$ cat config.mk
export PLATFORM = sky130hd
export DESIGN_NAME = afjb_out_queue
export DESIGN_NICKNAME = d
export VERILOG_FILES = /design/src/rtl/afjb_pkg.sv /design/src/rtl/afjb_out_queue.sv
export SDC_FILE = /design/constraint.sdc
export NUM_CORES = 1
export LEC_CHECK = 0
export BUFFER_PORTS_ARGS = -buffer_cell sky130_fd_sc_hd__buf_4
export CORE_MARGIN = 5
export CORE_UTILIZATION = 50
export DETAILED_ROUTE_END_ITERATION = 16
export MAX_ROUTING_LAYER = met4
export PLACE_DENSITY = 0.76
export SLEW_MARGIN = 20
export SYNTH_ARGS = -nofsm -noshare
export SYNTH_HDL_FRONTEND = slang
export SYNTH_SLANG_ARGS = --single-unit
export TNS_END_PERCENT = 1
$ cat constraint.sdc
create_clock -name clk -period 10.8 [get_ports clk]
set_input_delay 2.16 -clock clk [delete_from_list [all_inputs] [get_ports clk]]
set_output_delay 2.16 -clock clk [all_outputs]
set_load 0.05 [all_outputs]
$ cat src/rtl/afjb_pkg.sv
// afjb_pkg: shared types, request codes and defaults for the audio frame jitter buffer.
// Depends on nothing; used by afjb_out_queue and audio_frame_jitter_buffer.
`default_nettype none

package afjb_pkg;

    // Parameter defaults
    localparam int BUFFER_FRAMES_DEF    = 16384;
    localparam int MAX_PRIME_FRAMES_DEF = 4096;

    // Register reset values
    localparam logic [14:0] CAP_RESET    = 15'd16384;
    localparam logic        STEREO_RESET = 1'b1;
    localparam logic [12:0] PRIME_RESET  = 13'd2048;

    // Register indexes on the APB port (byte address = 4 * index)
    localparam logic [1:0] REG_CAPACITY = 2'd0;
    localparam logic [1:0] REG_STEREO   = 2'd1;
    localparam logic [1:0] REG_PRIME    = 2'd2;

    // Request codes carried on s_tuser; code 3 means nothing and is ignored
    typedef enum logic [1:0] {
        REQ_PUSH  = 2'd0,
        REQ_POP   = 2'd1,
        REQ_RESET = 2'd2
    } req_t;

    // One result word
    typedef struct packed {
        logic signed [15:0] out_left;
        logic signed [15:0] out_right;
        logic               underrun;
        logic               dropped_oldest;
        logic               start_request;
        logic [14:0]        fill_frames;
        logic [31:0]        pushed_total;
        logic [31:0]        rendered_total;
        logic [31:0]        dropped_total;
        logic [31:0]        underrun_total;
    } res_t;

    function automatic logic [31:0] sat_inc(input logic [31:0] v);
        sat_inc = (v == 32'hFFFF_FFFF) ? v : v + 32'd1;
    endfunction

endpackage

`default_nettype wire

$ cat src/rtl/afjb_out_queue.sv
// afjb_out_queue: two-word result queue between the result stage and the output channel.
// Depends on afjb_pkg (res_t).
`default_nettype none

module afjb_out_queue (
    input  wire logic          clk,
    input  wire logic          rst_n,
    input  wire logic          in_valid,
    output logic               in_ready,
    input  wire afjb_pkg::res_t in_res,
    output logic               out_valid,
    input  wire logic          out_ready,
    output afjb_pkg::res_t     out_res
);

    afjb_pkg::res_t slot_reg [2];
    logic       wr_ptr_reg;
    logic       rd_ptr_reg;
    logic [1:0] count_reg;
    logic [1:0] count_next;
    logic       push;
    logic       pop;

    assign in_ready  = (count_reg != 2'd2);
    assign out_valid = (count_reg != 2'd0);
    assign out_res   = slot_reg[rd_ptr_reg];
    assign push      = in_valid && in_ready;
    assign pop       = out_valid && out_ready;

    always_comb
    begin
        count_next = count_reg;
        if (push && !pop)
        begin
            count_next = count_reg + 2'd1;
        end
        else if (pop && !push)
        begin
            count_next = count_reg - 2'd1;
        end
    end

    always_ff @(posedge clk or negedge rst_n)
    begin
        if (!rst_n)
        begin
            wr_ptr_reg <= 1'b0;
            rd_ptr_reg <= 1'b0;
            count_reg  <= 2'd0;
        end
        else
        begin
            count_reg <= count_next;
            if (push)
            begin
                wr_ptr_reg <= ~wr_ptr_reg;
            end
            if (pop)
            begin
                rd_ptr_reg <= ~rd_ptr_reg;
            end
        end
    end

    // payload, no reset
    always_ff @(posedge clk)
    begin
        if (push)
        begin
            slot_reg[wr_ptr_reg] <= in_res;
        end
    end

endmodule

`default_nettype wire

==> flow_summary_export.csv, run 1 <==
group,metric,value,unit
synth,syn_nets,755,
synth,syn_area,0.0135,mm²
synth,synth-edff-count,356,
cells_and_area,area_delta_synth_final,31.0,%
timing,fin_crit_sh,49.0,%
synth,synth_area_per_cell,23.5,µm²
setup_path,crit_family,"flip-flops",
synth,yosysMostFrequentCell,"edfxtp_1",
cts,cts_buffers,37,
setup_path,r2r-start,"count_reg[0]",
cts,clockBufferDepth,3,
global_route,antenna_found_initial,2,
timing,period_minus_slack,5.29,ns
worst_hold_path,hold_start,"count_reg[1]",
synth,yosys_warnings,0,
place,routabilityCongestion,0.751,
place,pre_cts_ws,5.87,ns
drt,drt-initial-drc-count,399,
cts,post-cts-setup-buffers,0,
timing,rsz0062_at_grt,"no",
synth,yosysUniqueCellTypes,15,
timing,setup_viol,0,
setup_path,crit_chain,"buf_4 -> mux2_2 -> buf_4",
cts,cts_tree,"yes",
synth,yosys-top-cells-area,"edfxtp_1, mux2_4, mux2_2, buf_6, dfrtp_1",
cts,clk_root_buffer_cell,"clkbuf_16",
synth,ys_async_sr_fraction,1.11,%
pwr,powerDensity,325,mW/mm²
global_route,gr-max-usage-layer,"met2",
place,dpl.hpwl,18200,µm
timing,worst_slack,5.51,ns
timing,slew_violations,0,
timing,finalHoldViolations,0,
setup_path,critPathMostFrequentCell,"buf_4",
cts,insertion_delay,0.50,ns
synth,ys.flop_type,"edfxtp_1",
synth,synth_top_area_cell,"edfxtp_1",
setup_path,cp.required,8.64,ns
setup_path,cp.buffers_inverters,2,
pwr,peakVddDrop,0.265,mV
cts,cts_sinks,360,
setup_path,cp_max_fo,63,
global_route,met1_usage,20.7,%
synth,yosys_register_bits,360,
cells_and_area,largest_reg_flops,356,
floorplanning,die_w,174,µm
floorplanning,die_area,0.0303,mm²
timing,worstMarginPinSlew,1.04,ns
drt,routedWlPerCell,20.4,µm
setup_path,arrival,3.13,ns
pwr,power_leakage,6.85,nW
timing,skew,0.0148,ns
setup_path,crit_path_start_kind,"flop",
floorplanning,core,0.0267,mm²
cts,cts_hold_buf,0,
global_route,grt_usage,18.0,%
timing,fin_setup_tns,0,ns
setup_path,crit_start,"rd_ptr_reg",
drt,postRouteWirelength,27100,µm
setup_path,end_kind,"output pin",
global_route,grt_pass1_vias,7229,
floorplanning,start_util,50.3,%
drt,drc,0,
drt,vias,6602,
floorplanning,die_y,174,µm
global_route,met2_usage,29.4,%
synth,synthTopCellsByCount,"edfxtp_1, mux2_4, mux2_2",
synth,synthCells,572,
drt,drtPass1Iterations,4,
cts,cts_resized,0,
status,status,"complete, no violations",
global_route,use_met3,7.79,%
synth,yosysSeqAreaShare,80.2,%
cells_and_area,layout.nets,1140,
timing,slew_headroom,30.5,%
cts,htreeDepth,2,
floorplanning,rows,60,
global_route,grt_max_degree,149,
cells_and_area,layout-drive-gt1-share,60.6,%
cts,clkSlewWorstSetupHoldPaths,0.06,ns
floorplanning,io_pins,362,
worst_hold_path,hp-class,"flop to flop",
drt,viasPerCell,4.98,
place,port_buffers,361,
global_route,grt_pass1_wl,40900,µm
drt,ant_nets,0,
setup_path,setup.worst_path.class,"flop to output pin",
global_route,gr-total-overflow,0,
synth,synth.top_cell.area_share,79.5,%
flow_run,maxCapViolCount,0,
setup_path,cp_slowest_cell,"dfrtp_4",
timing,fmax,189,MHz
setup_path,cpPeakStageDelay,1.07,ns
-- area by class of cell --
cell class | instances | area, µm²
clock inverters | 19 | 115
fillers | 1773 | 9100
clock buffers | 47 | 1010
inverters | 1 | 3.75
well taps | 341 | 427
flip-flops and latches | 360 | 10800
diodes | 2 | 5.00
repair buffers | 366 | 2790
multi-input cells | 191 | 2480
-- through the flow --
| stage | cells | util, % | power (mW) | hold slack, ns | cell area (µm²) |
|---|---|---|---|---|---|
| after floorplan | 572 | - | 4.01 | 0.456 | 13500 |
| after global placement | 1258 | 61.6 | 4.59 | 0.482 | 16500 |
| after detailed placement | 1258 | 61.6 | 4.62 | 0.500 | 16500 |
| after CTS | 1324 | 65.8 | 5.79 | 0.516 | 17600 |
| after global routing | 1327 | 66.0 | 5.95 | 0.545 | 17600 |
| final | 1327 | 66.0 | 5.73 | 0.514 | 17600 |
-- cells by family (layout without fill, tap and decap cells) --
| family | after synthesis | in the layout | share of synthesized area (%) |
|---|---|---|---|
| buffers and inverters | 21 | 433 | 1.42 |
| other | 0 | 2 | 0 |
| adder cells (fa/ha/maj) | 1 | 1 | 0.0930 |
| flip-flops | 360 | 360 | 80.2 |
| XOR/XNOR | 5 | 5 | 0.326 |
| multiplexers | 178 | 178 | 17.7 |
| AND/OR/NAND/NOR | 7 | 7 | 0.251 |
-- metal layers --
metal	wire (µm)	vias to the layer above
li1	-	3056
met1	10400	3221
met2	13500	287
met3	2870	38
met4	408	0
met5	0	-
-- placed cells by master (no fill, tap or decap) --
cell / instances
xnor2_1: 3
or2_2: 1
nand2_1: 2
ha_1: 1
buf_4: 363
nor2_1: 1
nor2_4: 1
dfrtp_1: 3
clkbuf_1: 8
inv_6: 1
and3_4: 1
buf_12: 2
clkbuf_16: 39
dfrtp_4: 1
xor2_1: 2
mux2_2: 78
inv_1: 1
bufinv_16: 1
buf_16: 1
clkinv_4: 1
nand2b_1: 1
clkinv_2: 6
clkinv_1: 10
edfxtp_1: 356
diode_2: 2
mux2_4: 100
-- final timing paths --
kind                       depth (start not counted)  slack (ns)         endpoint
hold reg to reg                                    1        0.51     count_reg[1]
min in group asynchronous                          1        1.44     count_reg[0]
setup / recovery                                   3        5.51     out_res[177]
max in group asynchronous                          1        9.25       rd_ptr_reg
setup reg to reg                                   4        8.05  slot_reg[0][93]
hold / removal                                     1        0.51     count_reg[1]
-- power by group --
group	total [mW]	leakage (nW)	switching, mW	internal, mW
logic	2.53	2.95	1.65	0.877
clock network	1.16	0.552	0.480	0.682
registers	2.04	3.35	0.125	1.92
total	5.73	6.85	2.26	3.47
(Power assumes the default switching activity.)
==> run 2, diff against run 1 <==
CORE_UTILIZATION = 47   (was 50)
PLACE_DENSITY = 0.74   (was 0.76)
clock period = 4.54 ns   (was 10.8 ns; I/O delays follow)
==> run 2 against run 1 <==
Against the previous run: clock power grew to 2.6 times the previous value; first-iteration DRC count is 20% lower; critical path depth stayed put; sequential share of layout area is 0.73 points lower; largest cell class unchanged.
==> flow_summary_export.csv, run 2 (same netlist as run 1, synthesis figures left out) <==
group,metric,value,unit
status,status,"complete, no violations",
floorplanning,io_pins,362,
global_route,antenna_found_initial,0,
setup_path,cp_slowest_cell,"dfrtp_4",
timing,fmax,293,MHz
drt,ant_nets,0,
cts,cts_sinks,360,
global_route,grt_max_degree,103,
timing,slew_headroom,28.6,%
cts,cts_resized,0,
cells_and_area,layout-drive-gt1-share,61.3,%
global_route,gr-total-overflow,0,
cells_and_area,final_common_cell,"buf_4",
drt,routedWlPerCell,21.1,µm
worst_hold_path,hp-class,"primary input to async pin",
cts,clockBufferDepth,3,
timing,fin_setup_tns,0,ns
cells_and_area,nFillCells,2029,
setup_path,crit_family,"flip-flops",
drt,drc,0,
setup_path,critPathMostFrequentCell,"buf_4",
setup_path,rrSetupSlack,2.36,ns
setup_path,reg2reg_depth,4,
drt,drt-initial-drc-count,319,
cts,cts_buffers,38,
cells_and_area,num_antenna_cells,0,
setup_path,cp.depth,3,
place,dpl.hpwl,19900,µm
place,routabilityCongestion,0.794,
cts,insertion_delay,0.50,ns
timing,rsz0062_at_grt,"no",
cts,cts_hold_buf,0,
global_route,grt_usage,17.4,%
cells_and_area,seq_area,0.0108,mm²
floorplanning,die_y,179,µm
timing,whs,0.187,ns
cts,cts_tree,"yes",
setup_path,cp.required,3.63,ns
cells_and_area,largest_reg_flops,356,
drt,vias,6714,
setup_path,crit_chain,"buf_4 -> mux2_2 -> buf_4",
setup_path,crit_start,"rd_ptr_reg",
floorplanning,start_util,47.2,%
place,port_buffers,361,
global_route,grt_pass1_vias,7082,
pwr,power_leakage,6.93,nW
setup_path,cp.buffers_inverters,2,
setup_path,r2r-start,"count_reg[0]",
setup_path,cpPeakStageDelay,1.01,ns
cells_and_area,fin_util,62.7,%
floorplanning,rows,62,
timing,worstMarginPinSlew,1.07,ns
cells_and_area,post-route-cell-area,0.0178,mm²
cts,clk_root_buffer_cell,"clkbuf_16",
cts,htreeDepth,2,
drt,viasPerCell,4.89,
setup_path,r2r_end,"slot_reg[0][59]",
setup_path,endpoint,"out_res[45]",
timing,setup_viol,0,
setup_path,cp_max_fo,50,
timing,skew,0.00880,ns
pwr,peakVddDrop,0.452,mV
flow_run,maxCapViolCount,0,
timing,finalHoldViolations,0,
cells_and_area,layout.nets,1147,
timing,fin_crit_sh,75.1,%
place,dpl_cell_area,0.0166,mm²
pwr,powerDensity,780,mW/mm²
setup_path,setup.worst_path.class,"flop to output pin",
timing,period_minus_slack,3.41,ns
floorplanning,core,0.0285,mm²
pwr,power,13.9,mW
cells_and_area,final_cell_mix,"buf_4, edfxtp_1, mux2_4",
drt,drtPass1Iterations,5,
floorplanning,die_w,179,µm
setup_path,crit_path_start_kind,"flop",
drt,postRouteWirelength,28900,µm
setup_path,end_kind,"output pin",
cells_and_area,multi_input_area,0.00248,mm²
timing,slew_violations,0,
cells_and_area,area_delta_synth_final,32.6,%
cts,post-cts-setup-buffers,0,
global_route,grt_pass1_wl,40800,µm
cts,clkSlewWorstSetupHoldPaths,0.06,ns
setup_path,arrival,2.50,ns
floorplanning,die_area,0.0321,mm²
-- run 2: area by class of cell --
type,instances,area share (%)
clock inverter,19,0.926
timing repair buffer,372,16.1
inverter,1,0.0210
tap,384,2.69
sequential,360,60.5
clock buffer,46,5.86
multi-input combinational,191,13.9
-- run 2: how the worst min path moves through the flow --
stage,slack (ns),cells past startpoint,to
floorplan,0.46,1,count_reg[1]
global placement,0.47,1,count_reg[1]
detailed placement,0.48,1,count_reg[1]
CTS,0.16,1,count_reg[0]
global route,0.16,1,count_reg[0]
finish,0.19,1,count_reg[0]
-- run 2: where the power goes --
group / total, mW / switching, mW / leakage [nW] / internal [mW]
Combinational: 6.09 / 3.96 / 2.99 / 2.13
Clock: 2.98 / 1.18 / 0.590 / 1.80
Sequential: 4.84 / 0.294 / 3.35 / 4.55
Total: 13.9 / 5.44 / 6.93 / 8.48
-- run 2: stage by stage --
stage,setup slack (ns),cells
2_1_floorplan,-1.11,572
3_3_place_gp,1.64,1308
3_5_place_dp,1.64,1308
4_1_cts,1.07,1373
5_1_grt,1.02,1373
6_report,1.13,1373
-- run 2: layer usage --
layer / global-route usage [%] / wire length [µm] / part of all wire [%] / vias up
met5: - / 0 / 0 / -
met3: 6.01 / 2980 / 10 / 47
met2: 29.2 / 14600 / 50 / 305
li1: - / - / - / 3053
met1: 20.1 / 10700 / 37 / 3309
met4: 5.01 / 633 / 2.2 / 0
==> run 3, diff against run 2 <==
CORE_UTILIZATION = 50   (was 47)
PLACE_DENSITY = 0.76   (was 0.74)
clock period = 3.2 ns   (was 4.54 ns; I/O delays follow)
==> run 3 against run 2 <==
Against the previous run: total power grew 42%; clock power is 38% higher; critical path depth grew 1; sequential share of layout area fell by 0.12 points; clock skew rose by 0.0057 ns; cell area increased by 0.20%; final cell count fell by 2.6%; register-to-register slack got worse by 1.1 ns; combinational power is 46% higher; setup slack worse by 0.75 ns; critical endpoint is now out_res[35].
==> flow_summary_export.csv, run 3 (same netlist as run 1, synthesis figures left out) <==
group,metric,value,unit
status,status,"complete, no violations",
timing,period_minus_slack,2.82,ns
setup_path,cp_max_fo,24,
worst_hold_path,hp-class,"primary input to flop",
drt,vias,6753,
cells_and_area,nFillCells,1780,
floorplanning,die_y,174,µm
timing,worst_slack,0.380,ns
cts,clk_root_buffer_cell,"clkbuf_16",
timing,fmax,355,MHz
timing,setup_viol,0,
timing,slew_headroom,62.4,%
cells_and_area,layout-drive-gt1-share,61.0,%
drt,viasPerCell,5.05,
timing,fin_setup_tns,0,ns
cts,cts_sinks,360,
timing,skew,0.0145,ns
setup_path,setup.worst_path.class,"flop to output pin",
global_route,antenna_found_initial,0,
timing,rsz0062_at_grt,"no",
global_route,gr-total-overflow,0,
cts,clockBufferDepth,3,
floorplanning,rows,60,
global_route,grt_pass1_wl,42200,µm
cells_and_area,final_cell_mix,"buf_4, edfxtp_1, mux2_4",
pwr,power_leakage,6.97,nW
cells_and_area,fin_util,66.9,%
place,pre_cts_ws,0.906,ns
place,routabilityCongestion,0.739,
floorplanning,die_area,0.0303,mm²
timing,worstMarginPinSlew,0.563,ns
drt,routedWlPerCell,21.2,µm
floorplanning,die_w,174,µm
setup_path,end_kind,"output pin",
cells_and_area,area_delta_synth_final,32.9,%
drt,drtPass1Iterations,4,
cells_and_area,num_antenna_cells,0,
cts,cts_hold_buf,1,
pwr,peakVddDrop,1.05,mV
global_route,grt_pass1_vias,7293,
global_route,grt_max_degree,94,
timing,whs,0.316,ns
place,dpl_cell_area,0.0167,mm²
cts,cts_resized,0,
pwr,powerDensity,1100,mW/mm²
cells_and_area,layout.nets,1151,
timing,finalHoldViolations,0,
cts,insertion_delay,0.50,ns
cts,cts_tree,"yes",
cells_and_area,final_common_cell,"buf_4",
drt,ant_nets,0,
timing,fin_crit_sh,88.1,%
floorplanning,core,0.0267,mm²
setup_path,cp.required,2.56,ns
place,dpl.hpwl,19600,µm
cts,htreeDepth,2,
floorplanning,start_util,50.3,%
flow_run,maxCapViolCount,0,
setup_path,arrival,2.18,ns
cells_and_area,largest_reg_flops,356,
cts,clkSlewWorstSetupHoldPaths,0.06,ns
timing,slew_violations,0,
drt,drc,0,
cells_and_area,post-route-cell-area,0.0179,mm²
drt,postRouteWirelength,28300,µm
floorplanning,io_pins,362,
cts,cts_buffers,38,
global_route,grt_usage,18.6,%
cts,post-cts-setup-buffers,0,
setup_path,crit_path_start_kind,"flop",
place,port_buffers,361,
drt,drt-initial-drc-count,324,
## run 3: per-layer routing
layer	GRT usage, %	routed length [µm]
met4	5.31	723
met1	21.3	10800
met3	8.46	3320
met5	-	0
met2	29.9	13500
## run 3: cell type report
cell class | count | area (µm²) | area share (%)
clock inverter | 19 | 120 | 0.672
inverter | 1 | 3.75 | 0.0210
clock buffer | 49 | 1060 | 5.91
tap | 341 | 427 | 2.39
multi-input combinational | 191 | 2500 | 14.0
timing repair buffer | 376 | 2980 | 16.6
sequential | 360 | 10800 | 60.4
## run 3: report_power, final
part | switching [mW] | leakage (nW) | internal, mW
clock network | 1.68 | 0.577 | 2.41
registers | 0.312 | 3.35 | 6.45
logic | 5.75 | 3.04 | 3.13
total | 7.74 | 6.97 | 12.0
## run 3: worst max-delay path, cell delays in order, from the launching register on
cell	delay, ns
dfrtp_4	0.66
buf_12	0.23
buf_12	0.21
mux2_2	0.36
buf_4	0.19
## run 3: final timing paths
| kind | cells after the start | end | start | slack (ns) |
|---|---|---|---|---|
| setup / recovery | 4 | out_res[35] | rd_ptr_reg | 0.38 |
| hold / removal | 1 | slot_reg[0][40] | in_res[40] | 0.32 |
| setup reg to reg | 3 | slot_reg[1][144] | count_reg[0] | 1.30 |
| hold reg to reg | 1 | count_reg[0] | count_reg[0] | 0.55 |
| max in group asynchronous | 2 | rd_ptr_reg | rst_n | 2.60 |
| min in group asynchronous | 2 | wr_ptr_reg | rst_n | 0.49 |
## run 3: stage by stage
stage	power [mW]	std cells
after floorplan	13.4	572
after global placement	15.7	1268
after detailed placement	15.8	1268
after CTS	19.9	1337
after global routing	20.5	1337
final	19.7	1337
